[src/design/rpms_pkg.sv]
// shared types, codes and constants of the robot pose, motion and range unit
package rpms_pkg;

    // command codes of an input beat
    localparam logic [1:0] CMD_MOVE  = 2'd0;
    localparam logic [1:0] CMD_SET   = 2'd1;
    localparam logic [1:0] CMD_SENSE = 2'd2;
    localparam logic [1:0] CMD_LOAD  = 2'd3;

    // configuration register indexes
    localparam logic [1:0] CFG_FWD_DEV   = 2'd0;
    localparam logic [1:0] CFG_TURN_DEV  = 2'd1;
    localparam logic [1:0] CFG_SENSE_DEV = 2'd2;

    // multiplier operand pairs
    localparam logic [3:0] MUL_N1_TURN  = 4'd0;
    localparam logic [3:0] MUL_N1_SENSE = 4'd1;
    localparam logic [3:0] MUL_N2_FWD   = 4'd2;
    localparam logic [3:0] MUL_DLO_C    = 4'd3;
    localparam logic [3:0] MUL_DHI_C    = 4'd4;
    localparam logic [3:0] MUL_DLO_S    = 4'd5;
    localparam logic [3:0] MUL_DHI_S    = 4'd6;
    localparam logic [3:0] MUL_XL_XL    = 4'd7;
    localparam logic [3:0] MUL_XH_XL    = 4'd8;
    localparam logic [3:0] MUL_XH_XH    = 4'd9;
    localparam logic [3:0] MUL_YL_YL    = 4'd10;
    localparam logic [3:0] MUL_YH_YL    = 4'd11;
    localparam logic [3:0] MUL_YH_YH    = 4'd12;

    // accumulator operations and product alignments
    localparam logic [1:0] ACC_HOLD = 2'd0;
    localparam logic [1:0] ACC_LOAD = 2'd1;
    localparam logic [1:0] ACC_ADD  = 2'd2;

    localparam logic [1:0] SH_0  = 2'd0;
    localparam logic [1:0] SH_17 = 2'd1;
    localparam logic [1:0] SH_18 = 2'd2;
    localparam logic [1:0] SH_34 = 2'd3;

    // cordic start vector 0.6072529350 in q4.30
    localparam logic signed [33:0] CORDIC_GAIN = 34'sd652032874;

    // square root of a 66-bit value, one result bit per step
    localparam int SQRT_STEPS = 33;

    // controller to datapath commands
    typedef struct packed {
        logic       latch;
        logic       set_pose;
        logic       lm_write;
        logic       lm_read;
        logic [3:0] mul_sel;
        logic [1:0] acc_op;
        logic [1:0] acc_sh;
        logic       nz1_cap;
        logic       nz2_cap;
        logic       head_upd;
        logic       cordic_init;
        logic       cordic_step;
        logic       cordic_fin;
        logic [4:0] iter;
        logic       pos_x_upd;
        logic       pos_y_upd;
        logic       abs_calc;
        logic       sqrt_init;
        logic       sqrt_step;
        logic       range_upd;
        logic       out_load;
    } rpms_cmd_t;

    // datapath to controller status
    typedef struct packed {
        logic [1:0] op;
        logic       idx_ok;
        logic       out_full;
    } rpms_stat_t;

    // atan(2^-i) in units of 2^32 per turn
    function automatic logic [31:0] rpms_atan(input logic [4:0] i);
        logic [31:0] r;
        case (i)
            5'd0:  r = 32'd536870912;
            5'd1:  r = 32'd316933406;
            5'd2:  r = 32'd167458907;
            5'd3:  r = 32'd85004756;
            5'd4:  r = 32'd42667331;
            5'd5:  r = 32'd21354465;
            5'd6:  r = 32'd10680862;
            5'd7:  r = 32'd5340245;
            5'd8:  r = 32'd2670163;
            5'd9:  r = 32'd1335087;
            5'd10: r = 32'd667544;
            5'd11: r = 32'd333772;
            5'd12: r = 32'd166886;
            5'd13: r = 32'd83443;
            5'd14: r = 32'd41722;
            5'd15: r = 32'd20861;
            5'd16: r = 32'd10430;
            5'd17: r = 32'd5215;
            5'd18: r = 32'd2608;
            5'd19: r = 32'd1304;
            5'd20: r = 32'd652;
            5'd21: r = 32'd326;
            5'd22: r = 32'd163;
            5'd23: r = 32'd81;
            default: r = 32'd0;
        endcase
        return r;
    endfunction

    // clamp to the signed 32-bit range
    function automatic logic signed [31:0] rpms_sat32(input logic signed [39:0] v);
        logic signed [31:0] r;
        if (v > 40'sd2147483647)
            r = 32'sh7FFFFFFF;
        else if (v < -40'sd2147483648)
            r = 32'sh80000000;
        else
            r = $signed(v[31:0]);
        return r;
    endfunction

endpackage

[src/design/rpms_ctrl.sv]
// sequencing state machine of the robot pose, motion and range unit
module rpms_ctrl
    import rpms_pkg::*;
#(
    parameter int CORDIC_STEPS = 16
)
(
    input  logic       clk,
    input  logic       rst_n,
    input  logic       in_valid,
    input  logic       out_ready,
    output logic       in_ready,
    input  rpms_stat_t stat,
    output rpms_cmd_t  cmd
);

    localparam logic [4:0] S_IDLE = 5'd0;
    localparam logic [4:0] S_DISP = 5'd1;
    localparam logic [4:0] S_SET  = 5'd2;
    localparam logic [4:0] S_LOAD = 5'd3;
    localparam logic [4:0] S_MN1  = 5'd4;
    localparam logic [4:0] S_MN2  = 5'd5;
    localparam logic [4:0] S_MN3  = 5'd6;
    localparam logic [4:0] S_MCI  = 5'd7;
    localparam logic [4:0] S_MCS  = 5'd8;
    localparam logic [4:0] S_MCF  = 5'd9;
    localparam logic [4:0] S_P0   = 5'd10;
    localparam logic [4:0] S_P1   = 5'd11;
    localparam logic [4:0] S_P2   = 5'd12;
    localparam logic [4:0] S_P3   = 5'd13;
    localparam logic [4:0] S_P4   = 5'd14;
    localparam logic [4:0] S_P5   = 5'd15;
    localparam logic [4:0] S_SR   = 5'd16;
    localparam logic [4:0] S_SD   = 5'd17;
    localparam logic [4:0] S_Q0   = 5'd18;
    localparam logic [4:0] S_Q1   = 5'd19;
    localparam logic [4:0] S_Q2   = 5'd20;
    localparam logic [4:0] S_Q3   = 5'd21;
    localparam logic [4:0] S_Q4   = 5'd22;
    localparam logic [4:0] S_Q5   = 5'd23;
    localparam logic [4:0] S_Q6   = 5'd24;
    localparam logic [4:0] S_SQI  = 5'd25;
    localparam logic [4:0] S_SQS  = 5'd26;
    localparam logic [4:0] S_RF   = 5'd27;
    localparam logic [4:0] S_DONE = 5'd28;

    localparam logic [5:0] CORDIC_LAST = 6'(CORDIC_STEPS - 1);
    localparam logic [5:0] SQRT_LAST   = 6'(SQRT_STEPS - 1);

    logic [4:0] state_reg, state_next;
    logic [5:0] cnt_reg, cnt_next;

    assign in_ready = (state_reg == S_IDLE);

    // state and step counter
    always_ff @(posedge clk or negedge rst_n)
    begin
        if (!rst_n)
        begin
            state_reg <= S_IDLE;
            cnt_reg   <= 6'd0;
        end
        else
        begin
            state_reg <= state_next;
            cnt_reg   <= cnt_next;
        end
    end

    // next state and commands
    always_comb
    begin
        state_next = state_reg;
        cnt_next   = cnt_reg;
        cmd        = '0;
        cmd.iter   = cnt_reg[4:0];
        case (state_reg)
            S_IDLE:
            begin
                if (in_valid)
                begin
                    cmd.latch  = 1'b1;
                    state_next = S_DISP;
                end
            end
            S_DISP:
            begin
                case (stat.op)
                    CMD_MOVE:  state_next = S_MN1;
                    CMD_SET:   state_next = S_SET;
                    CMD_SENSE: state_next = stat.idx_ok ? S_SR : S_DONE;
                    CMD_LOAD:  state_next = S_LOAD;
                    default:   state_next = S_DONE;
                endcase
            end
            S_SET:
            begin
                cmd.set_pose = 1'b1;
                state_next   = S_DONE;
            end
            S_LOAD:
            begin
                cmd.lm_write = stat.idx_ok;
                state_next   = S_DONE;
            end
            S_MN1:
            begin
                cmd.mul_sel = MUL_N1_TURN;
                state_next  = S_MN2;
            end
            S_MN2:
            begin
                cmd.nz1_cap = 1'b1;
                cmd.mul_sel = MUL_N2_FWD;
                state_next  = S_MN3;
            end
            S_MN3:
            begin
                cmd.nz2_cap  = 1'b1;
                cmd.head_upd = 1'b1;
                state_next   = S_MCI;
            end
            S_MCI:
            begin
                cmd.cordic_init = 1'b1;
                cnt_next        = 6'd0;
                state_next      = S_MCS;
            end
            S_MCS:
            begin
                cmd.cordic_step = 1'b1;
                if (cnt_reg == CORDIC_LAST)
                begin
                    cnt_next   = 6'd0;
                    state_next = S_MCF;
                end
                else
                begin
                    cnt_next = cnt_reg + 6'd1;
                end
            end
            S_MCF:
            begin
                cmd.cordic_fin = 1'b1;
                state_next     = S_P0;
            end
            S_P0:
            begin
                cmd.mul_sel = MUL_DLO_C;
                state_next  = S_P1;
            end
            S_P1:
            begin
                cmd.acc_op  = ACC_LOAD;
                cmd.acc_sh  = SH_0;
                cmd.mul_sel = MUL_DHI_C;
                state_next  = S_P2;
            end
            S_P2:
            begin
                cmd.acc_op  = ACC_ADD;
                cmd.acc_sh  = SH_17;
                cmd.mul_sel = MUL_DLO_S;
                state_next  = S_P3;
            end
            S_P3:
            begin
                cmd.pos_x_upd = 1'b1;
                cmd.acc_op    = ACC_LOAD;
                cmd.acc_sh    = SH_0;
                cmd.mul_sel   = MUL_DHI_S;
                state_next    = S_P4;
            end
            S_P4:
            begin
                cmd.acc_op = ACC_ADD;
                cmd.acc_sh = SH_17;
                state_next = S_P5;
            end
            S_P5:
            begin
                cmd.pos_y_upd = 1'b1;
                state_next    = S_DONE;
            end
            S_SR:
            begin
                cmd.lm_read = 1'b1;
                cmd.mul_sel = MUL_N1_SENSE;
                state_next  = S_SD;
            end
            S_SD:
            begin
                cmd.nz1_cap  = 1'b1;
                cmd.abs_calc = 1'b1;
                state_next   = S_Q0;
            end
            S_Q0:
            begin
                cmd.mul_sel = MUL_XL_XL;
                state_next  = S_Q1;
            end
            S_Q1:
            begin
                cmd.acc_op  = ACC_LOAD;
                cmd.acc_sh  = SH_0;
                cmd.mul_sel = MUL_XH_XL;
                state_next  = S_Q2;
            end
            S_Q2:
            begin
                cmd.acc_op  = ACC_ADD;
                cmd.acc_sh  = SH_18;
                cmd.mul_sel = MUL_XH_XH;
                state_next  = S_Q3;
            end
            S_Q3:
            begin
                cmd.acc_op  = ACC_ADD;
                cmd.acc_sh  = SH_34;
                cmd.mul_sel = MUL_YL_YL;
                state_next  = S_Q4;
            end
            S_Q4:
            begin
                cmd.acc_op  = ACC_ADD;
                cmd.acc_sh  = SH_0;
                cmd.mul_sel = MUL_YH_YL;
                state_next  = S_Q5;
            end
            S_Q5:
            begin
                cmd.acc_op  = ACC_ADD;
                cmd.acc_sh  = SH_18;
                cmd.mul_sel = MUL_YH_YH;
                state_next  = S_Q6;
            end
            S_Q6:
            begin
                cmd.acc_op = ACC_ADD;
                cmd.acc_sh = SH_34;
                state_next = S_SQI;
            end
            S_SQI:
            begin
                cmd.sqrt_init = 1'b1;
                cnt_next      = 6'd0;
                state_next    = S_SQS;
            end
            S_SQS:
            begin
                cmd.sqrt_step = 1'b1;
                if (cnt_reg == SQRT_LAST)
                begin
                    cnt_next   = 6'd0;
                    state_next = S_RF;
                end
                else
                begin
                    cnt_next = cnt_reg + 6'd1;
                end
            end
            S_RF:
            begin
                cmd.range_upd = 1'b1;
                state_next    = S_DONE;
            end
            S_DONE:
            begin
                if (!stat.out_full || out_ready)
                begin
                    cmd.out_load = 1'b1;
                    state_next   = S_IDLE;
                end
            end
            default:
            begin
                state_next = S_IDLE;
            end
        endcase
    end

`ifndef NO_ASSERTIONS
    // an accepted beat always leaves the idle state
    a_latch_busy: assert property (@(posedge clk) disable iff (!rst_n)
        cmd.latch |=> (state_reg == S_DISP))
        else $error("accepted beat did not start processing");

    // the cordic counter never runs past the last stage
    a_cordic_cnt: assert property (@(posedge clk) disable iff (!rst_n)
        (state_reg == S_MCS) |-> (cnt_reg <= CORDIC_LAST))
        else $error("cordic step counter out of range");

    // the root finishes after exactly its last step
    a_sqrt_end: assert property (@(posedge clk) disable iff (!rst_n)
        (state_reg == S_SQS && cnt_reg == SQRT_LAST) |=> (state_reg == S_RF))
        else $error("square root did not finish on its last step");

    // a waiting result is never overwritten
    a_no_overwrite: assert property (@(posedge clk) disable iff (!rst_n)
        cmd.out_load |-> (!stat.out_full || out_ready))
        else $error("result register overwritten while full");
`endif

endmodule

[config.mk]
export PLATFORM = sky130hd
export DESIGN_NAME = rpms_ctrl
export DESIGN_NICKNAME = d
export VERILOG_FILES = /design/src/design/rpms_pkg.sv /design/src/design/rpms_ctrl.sv
export SDC_FILE = /design/constraint.sdc
export NUM_CORES = 1
export LEC_CHECK = 0
export CAP_MARGIN = 20
export CORE_MARGIN = 2
export CORE_UTILIZATION = 35
export CTS_BUF_LIST = sky130_fd_sc_hd__clkbuf_2
export CTS_CLUSTER_SIZE = 28
export DETAILED_ROUTE_END_ITERATION = 10
export DONT_BUFFER_PORTS = 1
export GPL_ROUTABILITY_DRIVEN = 1
export GPL_TIMING_DRIVEN = 0
export HOLD_SLACK_MARGIN = 0.1
export SYNTH_ARGS = -nofsm -noshare
export SYNTH_HDL_FRONTEND = slang
export SYNTH_SLANG_ARGS = --single-unit
[constraint.sdc]
create_clock -name clk -period 4.88 [get_ports clk]
set_input_delay 0.244 -clock clk [delete_from_list [all_inputs] [get_ports clk]]
set_output_delay 0.244 -clock clk [all_outputs]
set_load 0.02 [all_outputs]
Yosys cells after proc, flatten, opt, wreduce, memory -nomap -nowiden
Cells that the tools add are included.
- bits of input ports: 8
- output and inout port bits: 31
- bits in registers: 11
- memory bits (writable): 0
- latch bits: 0
- memories kept: 0
- bits in read-only memories: 0
- logic and storage cells: 83
- shift-type cells: 0
- reductions and logical operators: 13
- order comparisons: 0
- $mul: 0
- bitwise gates (word level): 0
- equal/unequal tests: 37
- add/sub/neg operators: 1
- div/mod/pow operators: 0
- muxes and demuxes: 30
- operators with widths (operator ; count):
    $pmux W5 S26 ; 1
    $eq A5 B5 Y1 const B ; 13
    $pmux W4 S12 ; 1
    $eq A5 B4 Y1 const B ; 8
    $eq A5 B3 Y1 const B ; 4
    $mux W5 ; 4
    $pmux W4 S5 ; 1
    $pmux W5 S4 ; 1
    $pmux W6 S3 ; 1
    $mux W1 ; 17
    $mux W6 ; 2
    $eq A5 B2 Y1 const B ; 2
    $reduce_or A2 Y1 ; 5
    $ne A2 B2 Y1 const B ; 4
    $add A6 B1 Y6 const B ; 1
    $eq A6 B4 Y1 const B ; 1
    $eq A6 B6 Y1 const B ; 1
    $eq A5 B1 Y1 const B ; 1
    $logic_not A5 Y1 ; 1
    $eq A2 B2 Y1 const B ; 2
    $mux W4 ; 1
    $reduce_and A4 Y1 ; 1
    $reduce_or A4 Y1 ; 1
    $reduce_bool A3 Y1 ; 1
    other kinds (6) ; 6

Depth between registers and ports, before layout
- depth in word-level cells: 4
- mapped depth: 7
- gate-level depth less buffers: 7

Worst setup path before layout
OpenSTA, ideal clock, no wires.
- path type: register to output
- from: register state_reg[4]
- to: output port cmd[16] in the netlist's numbering
- path buffers: 4
- data arrival time: 1665 ps
- required time: 4636 ps
- slack: 2971 ps
- cell stages (with the launch flop): 6
- cells stage by stage: dfrtp_1 > buf_6 > clkbuf_1 > buf_2 > nor3_1 > buf_4
- RTL lines (what ; RTL line ; text):
    start, declared ; rpms_ctrl.sv:50 ; logic [4:0] state_reg, state_next;
    start signal, assigned ; rpms_ctrl.sv:65 ; state_reg <= state_next;
    end, declared ; rpms_ctrl.sv:14 ; output rpms_cmd_t cmd

==> results.md <==
- The flow ran to the end, and the final reports show no timing, DRC or antenna violations.
- At the worst endpoint, the arrival time is roughly 2.2 ns.
- The detail-routed net length per standard cell is about 14 um.
- Counting I/O delays and the setup requirement, the final critical path takes 2.423 ns.
- For the worst setup path, the data required time is 4.64 ns.
- The area share of the largest cell type after synthesis is a little under a quarter.
- Global routing consumed, over all layers together, 17.26% of the routing resources.
- In this run, CTS created clock tree buffers numbering 3.
- The largest fanout of any net on the critical path is 10.
- The final number of setup-violating endpoints is 0.
- The measured slew at the worst slew-check pin is 0.8800 ns.
- Timing would allow up to 412.7 MHz.
- The detailed-route via count is around 1.2k.
- The via count normalized by instance count is around 5.7.
- A synthesized cell averages 7.157 um2.
- The register with the most flip-flops in the layout has 6 of them.
- The region available for standard cell placement spans 3103 um2.
- The endpoint kind of the worst setup timing path is an output pin.
- The tree is rooted in a sky130_fd_sc_hd__clkbuf_2.
- In the routed design, unresolved DRC markers number 0.
- Synthesis produced a netlist with a net count of 171.
- The initial antenna violation count is 0.
- After synthesis the cells add up to 1152 um2.
- The power per cell area is 676.7 nW/um2.
- By count the netlist is led by sky130_fd_sc_hd__nand2_1 (17), sky130_fd_sc_hd__nor2_1 (16), sky130_fd_sc_hd__nor3_1 (15).
- The synthesized netlist devotes 19.54% of its cell area to compound gates.
- The horizontal die dimension is 61.38 um.
- The number of design-rule violations left by the first detailed-router iteration is 77.
- Counting flops with a built-in enable in the synthesized netlist gives 0.
- The top-level I/O count is 39.
- The final-report hold violation count is 0.
- The number of global-route vias before repair is 1053.
- Adding up every negative setup slack in the final design gives 0 ns.
- The floorplan step set the die height to 61.38 um.
- Ranked by total cell area, the synthesized netlist is headed by sky130_fd_sc_hd__dfrtp_1 (24%), sky130_fd_sc_hd__nor3_1 (6.5%), sky130_fd_sc_hd__nand2_1 (5.5%).
- The most frequently used flop master after synthesis is sky130_fd_sc_hd__dfrtp_1.
- CTS built an H-tree with a depth of 1.
- Including well taps, the total number of placed cells is ~210.
- The first-pass GRT wire length is 4919 um.
- The proportion of power drawn by combinational gates is 74.4%.
- The HPWL after detailed placement is 2300 um.
- The floorplan has 20 rows.
- Before antenna repair, the detailed router went through 4 iterations.
- The headroom to the max-slew limit is 40.79%.
- The synthesis-to-layout area growth is 7.384%.
- Counting flops with an async set or reset pin after synthesis yields a share of 100.0%.
- Of the synthesized area, sequential elements account for 23.89%.
- The routed design has 3018 um of wire.
- The mux contribution to synthesized area is 2.606%.
- The worst setup path is of the register to output pin kind.
- The TritonCTS clock tree is built.
- Across all register-to-register paths, the minimum setup slack is between 2 and 3 ns.
- Setup repair after global routing left no endpoint under its margin.
- Routability-driven placement finished with a final weighted congestion of between 0.8 and 0.9.
- Synthesis produced a netlist whose cell count is 161.
- The final-report max-slew violation count is 0.
- Entering global routing, the biggest net connects 12 pins.
- After Yosys synthesis, XOR and XNOR cells account for 5.320% of the synthesized area.
- The number of buffers inserted by post-CTS setup repair is 0.
- The effective utilization at floorplan is 37.14%.
- The worst ir drop on vdd is 0.1987 mV.
- The path type of the worst min-delay path is input pin to register.
- The post-route fraction of the period consumed by the critical path is 49.65%.
- The aggregate global routing overflow is 0.
- The antenna cell count is 0.
- The switching fraction of total power is 57.32%.
- The Yosys step of the flow raised 0 warnings.
- Between clock sinks in the finished design, the worst skew comes to roughly 0.0026 ns.
- The clock sink count is 11.
- STA classifies the critical path startpoint as a register.
- The count of different cell masters after synthesis is 38.
- The synthesized design contains 11 register bits.
- The post-route netlist has 11.45% of its cells at a drive strength greater than 1.
- Clock-pin slew was measured on the worst setup and hold paths at 0.10 ns.
- Once the clock tree was built, the resizer swapped 0 gates to a different size.
- Summed over all instances, the cell type with the most area after synthesis is sky130_fd_sc_hd__dfrtp_1.
- The net count of the finished layout is 177.
- The clock latency on the worst-skew pair is 0.26 ns.
- The adder and majority gate portion of the synthesized area is 2.172%.
- The design internal power is roughly 0.36 mW.
- The share of power burned in the clock network is 6.3%.
- The maximum number of buffers from clock root to sink is 2.
- The full die area is roughly 3800 um2.
- Input and output buffers added on the ports amount to 0.
- Summing the areas of all and, or, nand and nor instances in the mapped netlist gives roughly 36% of the synthesized area.
- The max-cap check violation count is 0.
- The most frequent cell after synthesis is sky130_fd_sc_hd__nand2_1.
- The post-route non-filler standard cell count is 210.
- The count of nets left with antenna violations once routing finished came out at 0.
- The main combinational cell family by area after synthesis is simple AND/OR/NAND/NOR gates.
- Summed over all nets, the switching power comes to 0.4799 mW.
- The leakage power of the design is 0.5183 nW.
- The layout filler cell count is 348.
- The sequential cell fraction of total power is 19.3%.
## cell families after synthesis
group / after synthesis
DFF: 11
muxes: 3
xor gates and xnor gates: 7
AOI/OAI and AO/OA: 35
adders and majority gates: 2
and+or+nand+nor: 80
buffers and inverters: 23
## power groups by stage
| stage | sequential [mW] | combinational (mW) | clock, mW |
|---|---|---|---|
| finish | 0.162 | 0.623 | 0.0525 |
| global placement | 0.161 | 0.612 | 0 |
| detailed placement | 0.163 | 0.618 | 0 |
| floorplan | 0.153 | 0.520 | 0 |
| CTS | 0.161 | 0.623 | 0.0544 |
| global route | 0.167 | 0.690 | 0.0582 |
## metal layers
| metal | part of all wire, % | track usage (%) | vias to the layer above | wire length (um) |
|---|---|---|---|---|
| li1 | - | - | 574 | - |
| met1 | 44 | 24.52 | 565 | 1330 |
| met2 | 46 | 25.68 | 57 | 1386 |
| met3 | 9.6 | 4.832 | 2 | 289 |
| met4 | 0.36 | 4.863 | 0 | 11 |
| met5 | 0 | 0 | - | 0 |
## cells in the final DEF (no fill, tap or decap), types with 3 or more instances in the layout
| master | synthesis | layout |
|---|---|---|
| sky130_fd_sc_hd__clkbuf_1 | 6 | 6 |
| sky130_fd_sc_hd__clkbuf_2 | 0 | 4 |
| sky130_fd_sc_hd__mux2i_1 | 3 | 3 |
| sky130_fd_sc_hd__nand2b_1 | 6 | 6 |
| sky130_fd_sc_hd__xnor2_1 | 4 | 4 |
| sky130_fd_sc_hd__nor2_1 | 16 | 16 |
| sky130_fd_sc_hd__nor3_1 | 15 | 15 |
| sky130_fd_sc_hd__a31oi_1 | 3 | 3 |
| sky130_fd_sc_hd__inv_1 | 4 | 4 |
| sky130_fd_sc_hd__a21oi_1 | 10 | 10 |
| sky130_fd_sc_hd__dfrtp_1 | 11 | 11 |
| sky130_fd_sc_hd__buf_4 | 7 | 7 |
| sky130_fd_sc_hd__xor2_1 | 3 | 3 |
| sky130_fd_sc_hd__buf_2 | 5 | 5 |
| sky130_fd_sc_hd__and3_1 | 6 | 6 |
| sky130_fd_sc_hd__nand2_1 | 17 | 17 |
| sky130_fd_sc_hd__nor2b_1 | 5 | 5 |
| sky130_fd_sc_hd__nand3_1 | 5 | 5 |
| sky130_fd_sc_hd__o21ai_0 | 8 | 8 |
## repair_timing
action | in CTS | in global routing
setup endpoints to repair | 0 | 0
hold buffers | 1 | 0
hold endpoints to repair | 11 | 0
## area by class of cell
class                      count  area (um2)  share of cell area, %
timing repair buffer           1       10.01                 0.8089
tap                           44       55.05                  4.449
clock buffer                   4       20.02                  1.618
inverter                       4       15.01                  1.213
buffer                        19       111.4                  8.999
sequential                    11       275.3                  22.24
multi-input combinational    127       750.7                  60.67
## stage by stage
step / setup slack, ns / hold slack [ns] / util [%] / cell area, um2 / power, mW
after floorplan: 2.971 / -0.05159 / - / 1152 / 0.6738
after detailed placement: 2.761 / -0.05130 / 38.91 / 1207 / 0.7809
final: 2.457 / 0.1411 / 39.88 / 1237 / 0.8374
after global placement: 2.784 / -0.05133 / 38.91 / 1207 / 0.7724
after CTS: 2.447 / 0.1393 / 39.88 / 1237 / 0.8385
after global routing: 2.283 / 0.1317 / 39.88 / 1237 / 0.9151
## worst max-delay path, cell delays in order, from the launching register on
cell and delay (ns):
sky130_fd_sc_hd__dfrtp_1 0.45, sky130_fd_sc_hd__clkbuf_1 0.37, sky130_fd_sc_hd__clkbuf_1 0.39, sky130_fd_sc_hd__nand2_1 0.16, sky130_fd_sc_hd__nor3_1 0.54
## final timing paths
kind | start | cells after the start | to
setup / recovery | state_reg[1]$_DFFE_PN0P_ | 4 | cmd[5]
setup reg to reg | state_reg[0]$_DFFE_PN0P_ | 6 | cnt_reg[5]$_DFFE_PN0P_
hold reg to reg | cnt_reg[0]$_DFFE_PN0P_ | 1 | cnt_reg[0]$_DFFE_PN0P_
hold / removal | stat[3] | 2 | state_reg[4]$_DFFE_PN0P_
min in group asynchronous | rst_n | 1 | cnt_reg[1]$_DFFE_PN0P_
max in group asynchronous | rst_n | 1 | state_reg[3]$_DFFE_PN0P_
No activity file was read; power rests on OpenSTA's default activity.
